### src/design/s2cd_pkg.sv
package s2cd_pkg;

    localparam int unsigned SEC_PER_MIN   = 60;
    localparam int unsigned MIN_PER_HOUR  = 60;
    localparam int unsigned HOUR_PER_DAY  = 24;

    // exact reciprocals for 32-bit unsigned operands
    localparam logic [31:0] RECIP_60       = 32'h8888_8889;
    localparam int unsigned RECIP_60_SHIFT = 37;
    localparam logic [31:0] RECIP_3        = 32'hAAAA_AAAB;
    localparam int unsigned RECIP_3_SHIFT  = 33;

    localparam int unsigned BASE_YEAR    = 1950;
    localparam int unsigned COMMON_DAYS  = 365;
    localparam int unsigned LEAP_DAYS    = 366;
    localparam int unsigned FEB_LEAP     = 29;
    localparam int unsigned FEB_COMMON   = 28;

    // four-year cycles counted from the leap year two years before the base year
    localparam int unsigned CYCLE_DAYS      = 3 * COMMON_DAYS + LEAP_DAYS;
    localparam int unsigned CYCLE_BASE_YEAR = BASE_YEAR - 2;
    localparam int unsigned EPOCH_OFFSET    = LEAP_DAYS + COMMON_DAYS;
    localparam logic [15:0] RECIP_CYCLE     = 16'd45934;
    localparam int unsigned RECIP_CYCLE_SHIFT = 26;

    localparam logic [8:0] MONTH_START_COMMON [12] = '{
        9'd0, 9'd31, 9'd59, 9'd90, 9'd120, 9'd151,
        9'd181, 9'd212, 9'd243, 9'd273, 9'd304, 9'd334
    };

    typedef struct packed {
        logic [5:0] sec;
        logic [5:0] min;
        logic [4:0] hour;
    } t_tod;

    function automatic logic [8:0] month_start(input logic [3:0] mon, input logic leap);
        logic [8:0] base;
        base = MONTH_START_COMMON[mon];
        if (leap && (mon >= 4'd2)) begin
            base = base + 9'(FEB_LEAP - FEB_COMMON);
        end
        return base;
    endfunction

endpackage

### src/design/s2cd_time_split.sv
module s2cd_time_split
    import s2cd_pkg::*;
(
    input  logic        i_clk,
    input  logic        i_rst_n,
    input  logic        i_valid,
    output logic        o_ready,
    input  logic [31:0] i_secs,
    output logic        o_valid,
    input  logic        i_ready,
    output logic [15:0] o_days,
    output t_tod        o_tod
);

    logic        r_a_v, r_b_v, r_c_v, r_d_v;
    logic        w_a_rdy, w_b_rdy, w_c_rdy, w_d_rdy;

    logic [31:0] r_a_t;
    logic [63:0] r_a_prod;
    logic [63:0] n_a_prod;

    logic [26:0] r_b_q1;
    logic [5:0]  r_b_sec;
    logic [63:0] r_b_prod;
    logic [26:0] n_b_q1;
    logic [31:0] w_b_q1x60;
    logic [5:0]  n_b_sec;
    logic [63:0] n_b_prod;

    logic [20:0] r_c_q2;
    logic [5:0]  r_c_sec;
    logic [5:0]  r_c_min;
    logic [63:0] r_c_prod;
    logic [20:0] n_c_q2;
    logic [26:0] w_c_q2x60;
    logic [5:0]  n_c_min;
    logic [63:0] n_c_prod;

    logic [15:0] r_d_days;
    t_tod        r_d_tod;
    logic [15:0] n_d_days;
    logic [20:0] w_d_daysx24;
    t_tod        n_d_tod;

    assign w_d_rdy = !r_d_v || i_ready;
    assign w_c_rdy = !r_c_v || w_d_rdy;
    assign w_b_rdy = !r_b_v || w_c_rdy;
    assign w_a_rdy = !r_a_v || w_b_rdy;
    assign o_ready = w_a_rdy;

    always_comb begin
        n_a_prod = 64'(i_secs) * 64'(RECIP_60);

        n_b_q1    = 27'(r_a_prod >> RECIP_60_SHIFT);
        w_b_q1x60 = 32'(n_b_q1) * 32'(SEC_PER_MIN);
        n_b_sec   = 6'(r_a_t - w_b_q1x60);
        n_b_prod  = 64'(n_b_q1) * 64'(RECIP_60);

        n_c_q2    = 21'(r_b_prod >> RECIP_60_SHIFT);
        w_c_q2x60 = 27'(n_c_q2) * 27'(MIN_PER_HOUR);
        n_c_min   = 6'(r_b_q1 - w_c_q2x60);
        // divide by 24 as a shift by three then a divide by three
        n_c_prod  = 64'(n_c_q2[20:3]) * 64'(RECIP_3);

        n_d_days    = 16'(r_c_prod >> RECIP_3_SHIFT);
        w_d_daysx24 = 21'(n_d_days) * 21'(HOUR_PER_DAY);
        n_d_tod.sec  = r_c_sec;
        n_d_tod.min  = r_c_min;
        n_d_tod.hour = 5'(r_c_q2 - w_d_daysx24);
    end

    always_ff @(posedge i_clk) begin
        if (!i_rst_n) begin
            r_a_v <= 1'b0;
            r_b_v <= 1'b0;
            r_c_v <= 1'b0;
            r_d_v <= 1'b0;
        end else begin
            if (w_a_rdy) r_a_v <= i_valid;
            if (w_b_rdy) r_b_v <= r_a_v;
            if (w_c_rdy) r_c_v <= r_b_v;
            if (w_d_rdy) r_d_v <= r_c_v;
        end
    end

    always_ff @(posedge i_clk) begin
        if (w_a_rdy && i_valid) begin
            r_a_t    <= i_secs;
            r_a_prod <= n_a_prod;
        end
        if (w_b_rdy && r_a_v) begin
            r_b_q1   <= n_b_q1;
            r_b_sec  <= n_b_sec;
            r_b_prod <= n_b_prod;
        end
        if (w_c_rdy && r_b_v) begin
            r_c_q2   <= n_c_q2;
            r_c_sec  <= r_b_sec;
            r_c_min  <= n_c_min;
            r_c_prod <= n_c_prod;
        end
        if (w_d_rdy && r_c_v) begin
            r_d_days <= n_d_days;
            r_d_tod  <= n_d_tod;
        end
    end

    assign o_valid = r_d_v;
    assign o_days  = r_d_days;
    assign o_tod   = r_d_tod;

    assert property (@(posedge i_clk) disable iff (!i_rst_n)
        o_valid |-> (o_tod.sec < 6'd60 && o_tod.min < 6'd60 && o_tod.hour < 5'd24))
        else $error("time of day out of range");

    assert property (@(posedge i_clk) disable iff (!i_rst_n)
        (r_c_v && !w_d_rdy) |=> (r_c_v && r_d_v))
        else $error("stalled stage lost its transaction");

endmodule

### src/design/s2cd_year_split.sv
module s2cd_year_split
    import s2cd_pkg::*;
(
    input  logic        i_clk,
    input  logic        i_rst_n,
    input  logic        i_valid,
    output logic        o_ready,
    input  logic [15:0] i_days,
    input  t_tod        i_tod,
    output logic        o_valid,
    input  logic        i_ready,
    output logic [8:0]  o_doy,
    output logic        o_leap,
    output logic [11:0] o_year,
    output t_tod        o_tod
);

    logic        r_e_v, r_f_v, r_g_v;
    logic        w_e_rdy, w_f_rdy, w_g_rdy;

    logic [15:0] r_e_dp;
    logic [31:0] r_e_prod;
    t_tod        r_e_tod;
    logic [15:0] n_e_dp;
    logic [31:0] n_e_prod;

    logic [5:0]  r_f_cyc;
    logic [10:0] r_f_rem;
    t_tod        r_f_tod;
    logic [5:0]  n_f_cyc;
    logic [15:0] w_f_cyc_days;
    logic [10:0] n_f_rem;

    logic [8:0]  r_g_doy;
    logic        r_g_leap;
    logic [11:0] r_g_year;
    t_tod        r_g_tod;
    logic [1:0]  w_g_yoff;
    logic [8:0]  n_g_doy;
    logic [11:0] n_g_year;

    assign w_g_rdy = !r_g_v || i_ready;
    assign w_f_rdy = !r_f_v || w_g_rdy;
    assign w_e_rdy = !r_e_v || w_f_rdy;
    assign o_ready = w_e_rdy;

    always_comb begin
        n_e_dp   = i_days + 16'(EPOCH_OFFSET);
        n_e_prod = 32'(n_e_dp) * 32'(RECIP_CYCLE);

        n_f_cyc      = 6'(r_e_prod >> RECIP_CYCLE_SHIFT);
        w_f_cyc_days = 16'(n_f_cyc) * 16'(CYCLE_DAYS);
        n_f_rem      = 11'(r_e_dp - w_f_cyc_days);

        priority if (r_f_rem < 11'(LEAP_DAYS)) begin
            w_g_yoff = 2'd0;
            n_g_doy  = 9'(r_f_rem);
        end else if (r_f_rem < 11'(LEAP_DAYS + COMMON_DAYS)) begin
            w_g_yoff = 2'd1;
            n_g_doy  = 9'(r_f_rem - 11'(LEAP_DAYS));
        end else if (r_f_rem < 11'(LEAP_DAYS + 2 * COMMON_DAYS)) begin
            w_g_yoff = 2'd2;
            n_g_doy  = 9'(r_f_rem - 11'(LEAP_DAYS + COMMON_DAYS));
        end else begin
            w_g_yoff = 2'd3;
            n_g_doy  = 9'(r_f_rem - 11'(LEAP_DAYS + 2 * COMMON_DAYS));
        end
        n_g_year = 12'(CYCLE_BASE_YEAR) + {4'd0, r_f_cyc, w_g_yoff};
    end

    always_ff @(posedge i_clk) begin
        if (!i_rst_n) begin
            r_e_v <= 1'b0;
            r_f_v <= 1'b0;
            r_g_v <= 1'b0;
        end else begin
            if (w_e_rdy) r_e_v <= i_valid;
            if (w_f_rdy) r_f_v <= r_e_v;
            if (w_g_rdy) r_g_v <= r_f_v;
        end
    end

    always_ff @(posedge i_clk) begin
        if (w_e_rdy && i_valid) begin
            r_e_dp   <= n_e_dp;
            r_e_prod <= n_e_prod;
            r_e_tod  <= i_tod;
        end
        if (w_f_rdy && r_e_v) begin
            r_f_cyc <= n_f_cyc;
            r_f_rem <= n_f_rem;
            r_f_tod <= r_e_tod;
        end
        if (w_g_rdy && r_f_v) begin
            r_g_doy  <= n_g_doy;
            r_g_leap <= (w_g_yoff == 2'd0);
            r_g_year <= n_g_year;
            r_g_tod  <= r_f_tod;
        end
    end

    assign o_valid = r_g_v;
    assign o_doy   = r_g_doy;
    assign o_leap  = r_g_leap;
    assign o_year  = r_g_year;
    assign o_tod   = r_g_tod;

    assert property (@(posedge i_clk) disable iff (!i_rst_n)
        o_valid |-> ((o_leap && o_doy < 9'(LEAP_DAYS)) || (!o_leap && o_doy < 9'(COMMON_DAYS))))
        else $error("day of year beyond year length");

endmodule

### src/design/s2cd_month_split.sv
module s2cd_month_split
    import s2cd_pkg::*;
(
    input  logic        i_clk,
    input  logic        i_rst_n,
    input  logic        i_valid,
    output logic        o_ready,
    input  logic [8:0]  i_doy,
    input  logic        i_leap,
    input  logic [11:0] i_year,
    input  t_tod        i_tod,
    output logic        o_valid,
    input  logic        i_ready,
    output logic [4:0]  o_day,
    output logic [3:0]  o_month,
    output logic [11:0] o_year,
    output t_tod        o_tod
);

    logic        r_h_v, r_i_v;
    logic        w_h_rdy, w_i_rdy;

    logic [8:0]  r_h_doy;
    logic        r_h_leap;
    logic [3:0]  r_h_mon;
    logic [11:0] r_h_year;
    t_tod        r_h_tod;
    logic [3:0]  n_h_mon;

    logic [4:0]  r_i_day;
    logic [3:0]  r_i_month;
    logic [11:0] r_i_year;
    t_tod        r_i_tod;
    logic [4:0]  n_i_day;

    assign w_i_rdy = !r_i_v || i_ready;
    assign w_h_rdy = !r_h_v || w_i_rdy;
    assign o_ready = w_h_rdy;

    always_comb begin
        n_h_mon = 4'd0;
        for (int m = 1; m < 12; m++) begin
            if (i_doy >= month_start(4'(m), i_leap)) begin
                n_h_mon = 4'(m);
            end
        end
        n_i_day = 5'(r_h_doy - month_start(r_h_mon, r_h_leap) + 9'd1);
    end

    always_ff @(posedge i_clk) begin
        if (!i_rst_n) begin
            r_h_v <= 1'b0;
            r_i_v <= 1'b0;
        end else begin
            if (w_h_rdy) r_h_v <= i_valid;
            if (w_i_rdy) r_i_v <= r_h_v;
        end
    end

    always_ff @(posedge i_clk) begin
        if (w_h_rdy && i_valid) begin
            r_h_doy  <= i_doy;
            r_h_leap <= i_leap;
            r_h_mon  <= n_h_mon;
            r_h_year <= i_year;
            r_h_tod  <= i_tod;
        end
        if (w_i_rdy && r_h_v) begin
            r_i_day   <= n_i_day;
            r_i_month <= r_h_mon + 4'd1;
            r_i_year  <= r_h_year;
            r_i_tod   <= r_h_tod;
        end
    end

    assign o_valid = r_i_v;
    assign o_day   = r_i_day;
    assign o_month = r_i_month;
    assign o_year  = r_i_year;
    assign o_tod   = r_i_tod;

    assert property (@(posedge i_clk) disable iff (!i_rst_n)
        o_valid |-> (o_day >= 5'd1 && o_month >= 4'd1 && o_month <= 4'd12))
        else $error("date field out of range");

endmodule

### src/design/seconds_to_calendar_date_unit.sv
// channel   direction  handshake            payload
// input     in         i_valid / o_ready    i_elapsed_seconds
// result    out        o_valid / i_ready    o_second_of_minute .. o_calendar_year
//
// one transaction per cycle sustained while the result side is ready
// nine register stages: constant-reciprocal multiplies, cycle split, month compare
// reset clears the stage valid bits only
// each stage holds while the next one is full and stalled; empty stages fill in
module seconds_to_calendar_date_unit
    import s2cd_pkg::*;
(
    input  logic        i_clk,
    input  logic        i_rst_n,
    input  logic        i_valid,
    output logic        o_ready,
    input  logic [31:0] i_elapsed_seconds,
    output logic        o_valid,
    input  logic        i_ready,
    output logic [5:0]  o_second_of_minute,
    output logic [5:0]  o_minute_of_hour,
    output logic [4:0]  o_hour_of_day,
    output logic [4:0]  o_day_of_month,
    output logic [3:0]  o_month_of_year,
    output logic [11:0] o_calendar_year
);

    logic        w_ts_valid, w_ts_ready;
    logic [15:0] w_ts_days;
    t_tod        w_ts_tod;

    logic        w_ys_valid, w_ys_ready;
    logic [8:0]  w_ys_doy;
    logic        w_ys_leap;
    logic [11:0] w_ys_year;
    t_tod        w_ys_tod;

    t_tod        w_ms_tod;

    s2cd_time_split u_time (
        .i_clk   (i_clk),
        .i_rst_n (i_rst_n),
        .i_valid (i_valid),
        .o_ready (o_ready),
        .i_secs  (i_elapsed_seconds),
        .o_valid (w_ts_valid),
        .i_ready (w_ts_ready),
        .o_days  (w_ts_days),
        .o_tod   (w_ts_tod)
    );

    s2cd_year_split u_year (
        .i_clk   (i_clk),
        .i_rst_n (i_rst_n),
        .i_valid (w_ts_valid),
        .o_ready (w_ts_ready),
        .i_days  (w_ts_days),
        .i_tod   (w_ts_tod),
        .o_valid (w_ys_valid),
        .i_ready (w_ys_ready),
        .o_doy   (w_ys_doy),
        .o_leap  (w_ys_leap),
        .o_year  (w_ys_year),
        .o_tod   (w_ys_tod)
    );

    s2cd_month_split u_month (
        .i_clk   (i_clk),
        .i_rst_n (i_rst_n),
        .i_valid (w_ys_valid),
        .o_ready (w_ys_ready),
        .i_doy   (w_ys_doy),
        .i_leap  (w_ys_leap),
        .i_year  (w_ys_year),
        .i_tod   (w_ys_tod),
        .o_valid (o_valid),
        .i_ready (i_ready),
        .o_day   (o_day_of_month),
        .o_month (o_month_of_year),
        .o_year  (o_calendar_year),
        .o_tod   (w_ms_tod)
    );

    assign o_second_of_minute = w_ms_tod.sec;
    assign o_minute_of_hour   = w_ms_tod.min;
    assign o_hour_of_day      = w_ms_tod.hour;

endmodule

### config.mk
export PLATFORM = sky130hd
export DESIGN_NAME = seconds_to_calendar_date_unit
export DESIGN_NICKNAME = d
export VERILOG_FILES = /design/src/design/s2cd_pkg.sv /design/src/design/s2cd_time_split.sv /design/src/design/s2cd_year_split.sv /design/src/design/s2cd_month_split.sv /design/src/design/seconds_to_calendar_date_unit.sv
export SDC_FILE = /design/constraint.sdc
export NUM_CORES = 2
export LEC_CHECK = 0
export BUFFER_PORTS_ARGS = -buffer_cell sky130_fd_sc_hd__buf_2
export CORE_MARGIN = 1
export CORE_UTILIZATION = 45
export DETAILED_ROUTE_END_ITERATION = 12
export SYNTH_ARGS = -nofsm -noshare
export SYNTH_HDL_FRONTEND = slang
export SYNTH_SLANG_ARGS = --single-unit
### constraint.sdc
create_clock -name i_clk -period 18.5 [get_ports i_clk]
set_input_delay 2.775 -clock i_clk [delete_from_list [all_inputs] [get_ports i_clk]]
set_output_delay 2.775 -clock i_clk [all_outputs]
set_load 0.01 [all_outputs]
==> results.md <==
* Final setup vio count at 0
* Max frequency at 113 MHz
* Placer Congestion at 0.900
* Vias at 23100
* Syn Area/Cell at 11.2 um^2
* Slew Limit Fails at 0
* Hold Path Class: register to register
* Die W at 294 um
* CTS tree: yes
* Crit share post-route at 47.8%
* Overall routing resource usage at 18.4%
* Cts hold-fix bufs at 0
* Cells after Synth at 3408
* Synthesis Warnings at 0
* Status: finished clean
* Simple-gate share of the synthesized area at 4.40%
* Crit-path max FO at 6
* Post-CTS Setup Repair Bufs at 0
* Min Clock Period, post-route at 8.84 ns
* Setup TNS at 0 ns
* Leading area contributor after synthesis: ha_1
* Diodes inserted at 0
* Area contributors post-synth: ha_1 26%, edfxtp_1 25%, fa_1 25%, inv_1 8.9%, xnor2_1 2.3%
* Area Growth Syn to Fin at 8.06%
* Root buf cell: clkbuf_16
* Share of the synthesized area in the top cell type at 26.0%
* Synthesis-stage register bit count at 325
* CTS Buffer Depth at 3
* EDFF count, synth at 316
* Layout cells sized above 1 at 4.99%
* Clk Latency, worst-skew pair at 0.57 ns
* WL met2 at 36800 um
* Xor and xnor area share after synthesis at 3.52%
* Post-synth top cells: 903 x inv_1, 794 x ha_1, 473 x fa_1
* WL met3 at 2180 um
* Worst-path clk slew at 0.07 ns
* Synth unique cells at 78
* DRC at 0
* Total length of routed wires at 75800 um
* Worst Path Arrival at 9.15 ns
* CP Capture Type: register
* Clock skew at 0.0252 ns
* Seq/Total Area, Yosys at 25.3%
* Worst path required time at 18.81 ns
* HPWL after detailed placement at 66100 um
* Full die area at 0.0862 mm^2
* Detail Route Antenna Nets at 0
* Vias in the first global route at 24300
* 1st-iter DRT viols at 999
* Largest net degree at the start of global routing at 40
* Worst rel slew slack at 24.8%
* Crit start category: primary input
* First-pass GRT wire length at 125000 um
* CP max stage cell: fa_1
* Worst path buffer plus inverter count at 7
* Detailed-route vias per instance at 4.93
* Maxcap violations at 0
* Top Layer Used: met4
* Largest family of logic cells by synthesized area: adder cells
* Post-Syn Area at 0.0383 mm^2
* IO Port Bufs at 75
* Post-route met1 wirelength at 35400 um
* Post_cts resized at 0
* Synth Flop Type: edfxtp_1
* Syn Nets at 4711
* Fin nets at 4822
* Starting density of the core at 45.6%
* Clock sink total at 325
* Initial antenna violation count at 1
* Hold Fails Final Rpt at 0
* RSZ-0062 raised after global routing: false
* Drt pass-1 iters at 6
* Worst-Margin Slew at 1.13 ns
* Core area at 0.0840 mm^2
* Detailed-route wire length per cell at 16.2 um
* Post-synthesis compound-gate area fraction at 7.04%
* Adder-cell area share of the yosys netlist at 50.7%
* Number of H-tree levels at 2
* Die H at 294 um
* Crit-path leading delay family: adder cells
* Cell Rows at 106
* Async set-or-reset flop fraction in the synthesized netlist at 0%
* Worst path cell trace: buf_2, ha_1, inv_1, fa_1, inv_1, fa_1, inv_1, fa_1, inv_1, fa_1, inv_1, fa_1, fa_1, inv_1, ha_1, nand2_1, a2111oi_0, o311ai_1, a211oi_2, nor3_2, o21ai_2, a21oi_1, xnor2_1
* Total congestion overflow at 0
* Boundary pin count at 76
* Crit Path Category: primary input to register
* Critical path's largest stage delay at 0.59 ns
* Proportion of synthesized area in mux cells at 0.108%
* Most frequent cell after synthesis: inv_1
* Inserted Clock Buffers at 38
-- logic make-up (layout without fill, tap and decap cells) --
group	Yosys count	after routing
XOR/XNOR	154	154
flip-flops	325	325
AND/OR/NAND/NOR	338	338
adder cells (fa/ha/maj)	1267	1267
AO/OA/AOI/OAI	405	405
multiplexers	4	4
buffers and inverters	915	1055
-- state kept, by name, summed over array words and instances (netlist names), 9 cells and up --
signal,flops
u_month.o_tod,17
u_month.o_year,12
u_month.r_h_tod,17
u_month.r_h_year,12
u_time.o_days,16
u_time.o_tod,17
u_time.r_a_prod,30
u_time.r_b_prod,21
u_time.r_c_prod,16
u_year.o_doy,9
u_year.o_tod,17
u_year.o_year,12
u_year.r_e_dp,11
u_year.r_e_tod,17
u_year.r_f_rem,11
u_year.r_f_tod,17
-- final cells by class --
type,count,area (um^2)
Clock buffer,48,988
Clock inverter,21,198
Fill cell,7625,42600
Inverter,904,3390
Multi-Input combinational cell,2168,25300
Sequential cell,325,9670
Tap cell,1134,1420
Timing Repair Buffer,82,428
-- worst paths after layout --
| path | slack [ns] | depth (start not counted) | from | to |
|---|---|---|---|---|
| worst max-delay path | 9.66 | 23 | i_elapsed_seconds[1] | u_time.r_a_prod[63] |
| worst min-delay path | 0.40 | 0 | u_time.r_c_prod[36] | u_time.o_days[3] |
| worst max register to register | 10.12 | 29 | u_time.o_days[0] | u_year.r_e_prod[30] |
| worst min register to register | 0.40 | 0 | u_time.r_c_prod[36] | u_time.o_days[3] |
-- per-layer routing --
layer / up-vias / track usage (%)
met5: - / 0
met4: 0 / 4.04
met3: 74 / 1.91
met2: 308 / 31.5
met1: 11200 / 25.1
li1: 11500 / -
-- metrics by stage --
step,instance area [um^2],instances,util (%),hold slack (ns),setup slack [ns]
finish,41400,4682,49.3,0.403,9.66
detailed placement,40200,4613,47.9,0.405,9.14
floorplan,38300,3408,-,0.400,9.96
CTS,41400,4682,49.3,0.403,9.74
global placement,40200,4613,47.9,0.400,9.26
global route,41400,4682,49.3,0.413,9.29
-- cell usage in the layout (no fill, tap or decap), types with 5 or more instances in the layout --
master,count
nor2b_1,19
clkinv_2,5
nand2b_1,10
a211oi_1,12
clkbuf_16,38
nand3_1,28
a221oi_1,5
buf_4,7
a21oi_2,5
nor3_1,26
and2_1,6
a21oi_1,121
ha_1,794
a21o_1,70
nand2_1,81
o21bai_1,11
a21boi_0,9
xnor2_1,101
buf_2,75
edfxtp_1,316
o31ai_1,6
or3_1,7
o21ai_0,59
xor2_1,53
clkinv_1,5
nor2_1,83
and3_1,11
o21ai_1,7
dfxtp_1,9
o21a_1,24
inv_1,903
fa_1,473
o211ai_1,9
and4_1,5
clkbuf_1,10
a31oi_1,6
nand4_1,34
Power is left out: the tool's default activity adds up to more than one toggle a clock period on the data nets, which glitch-free logic cannot reach.
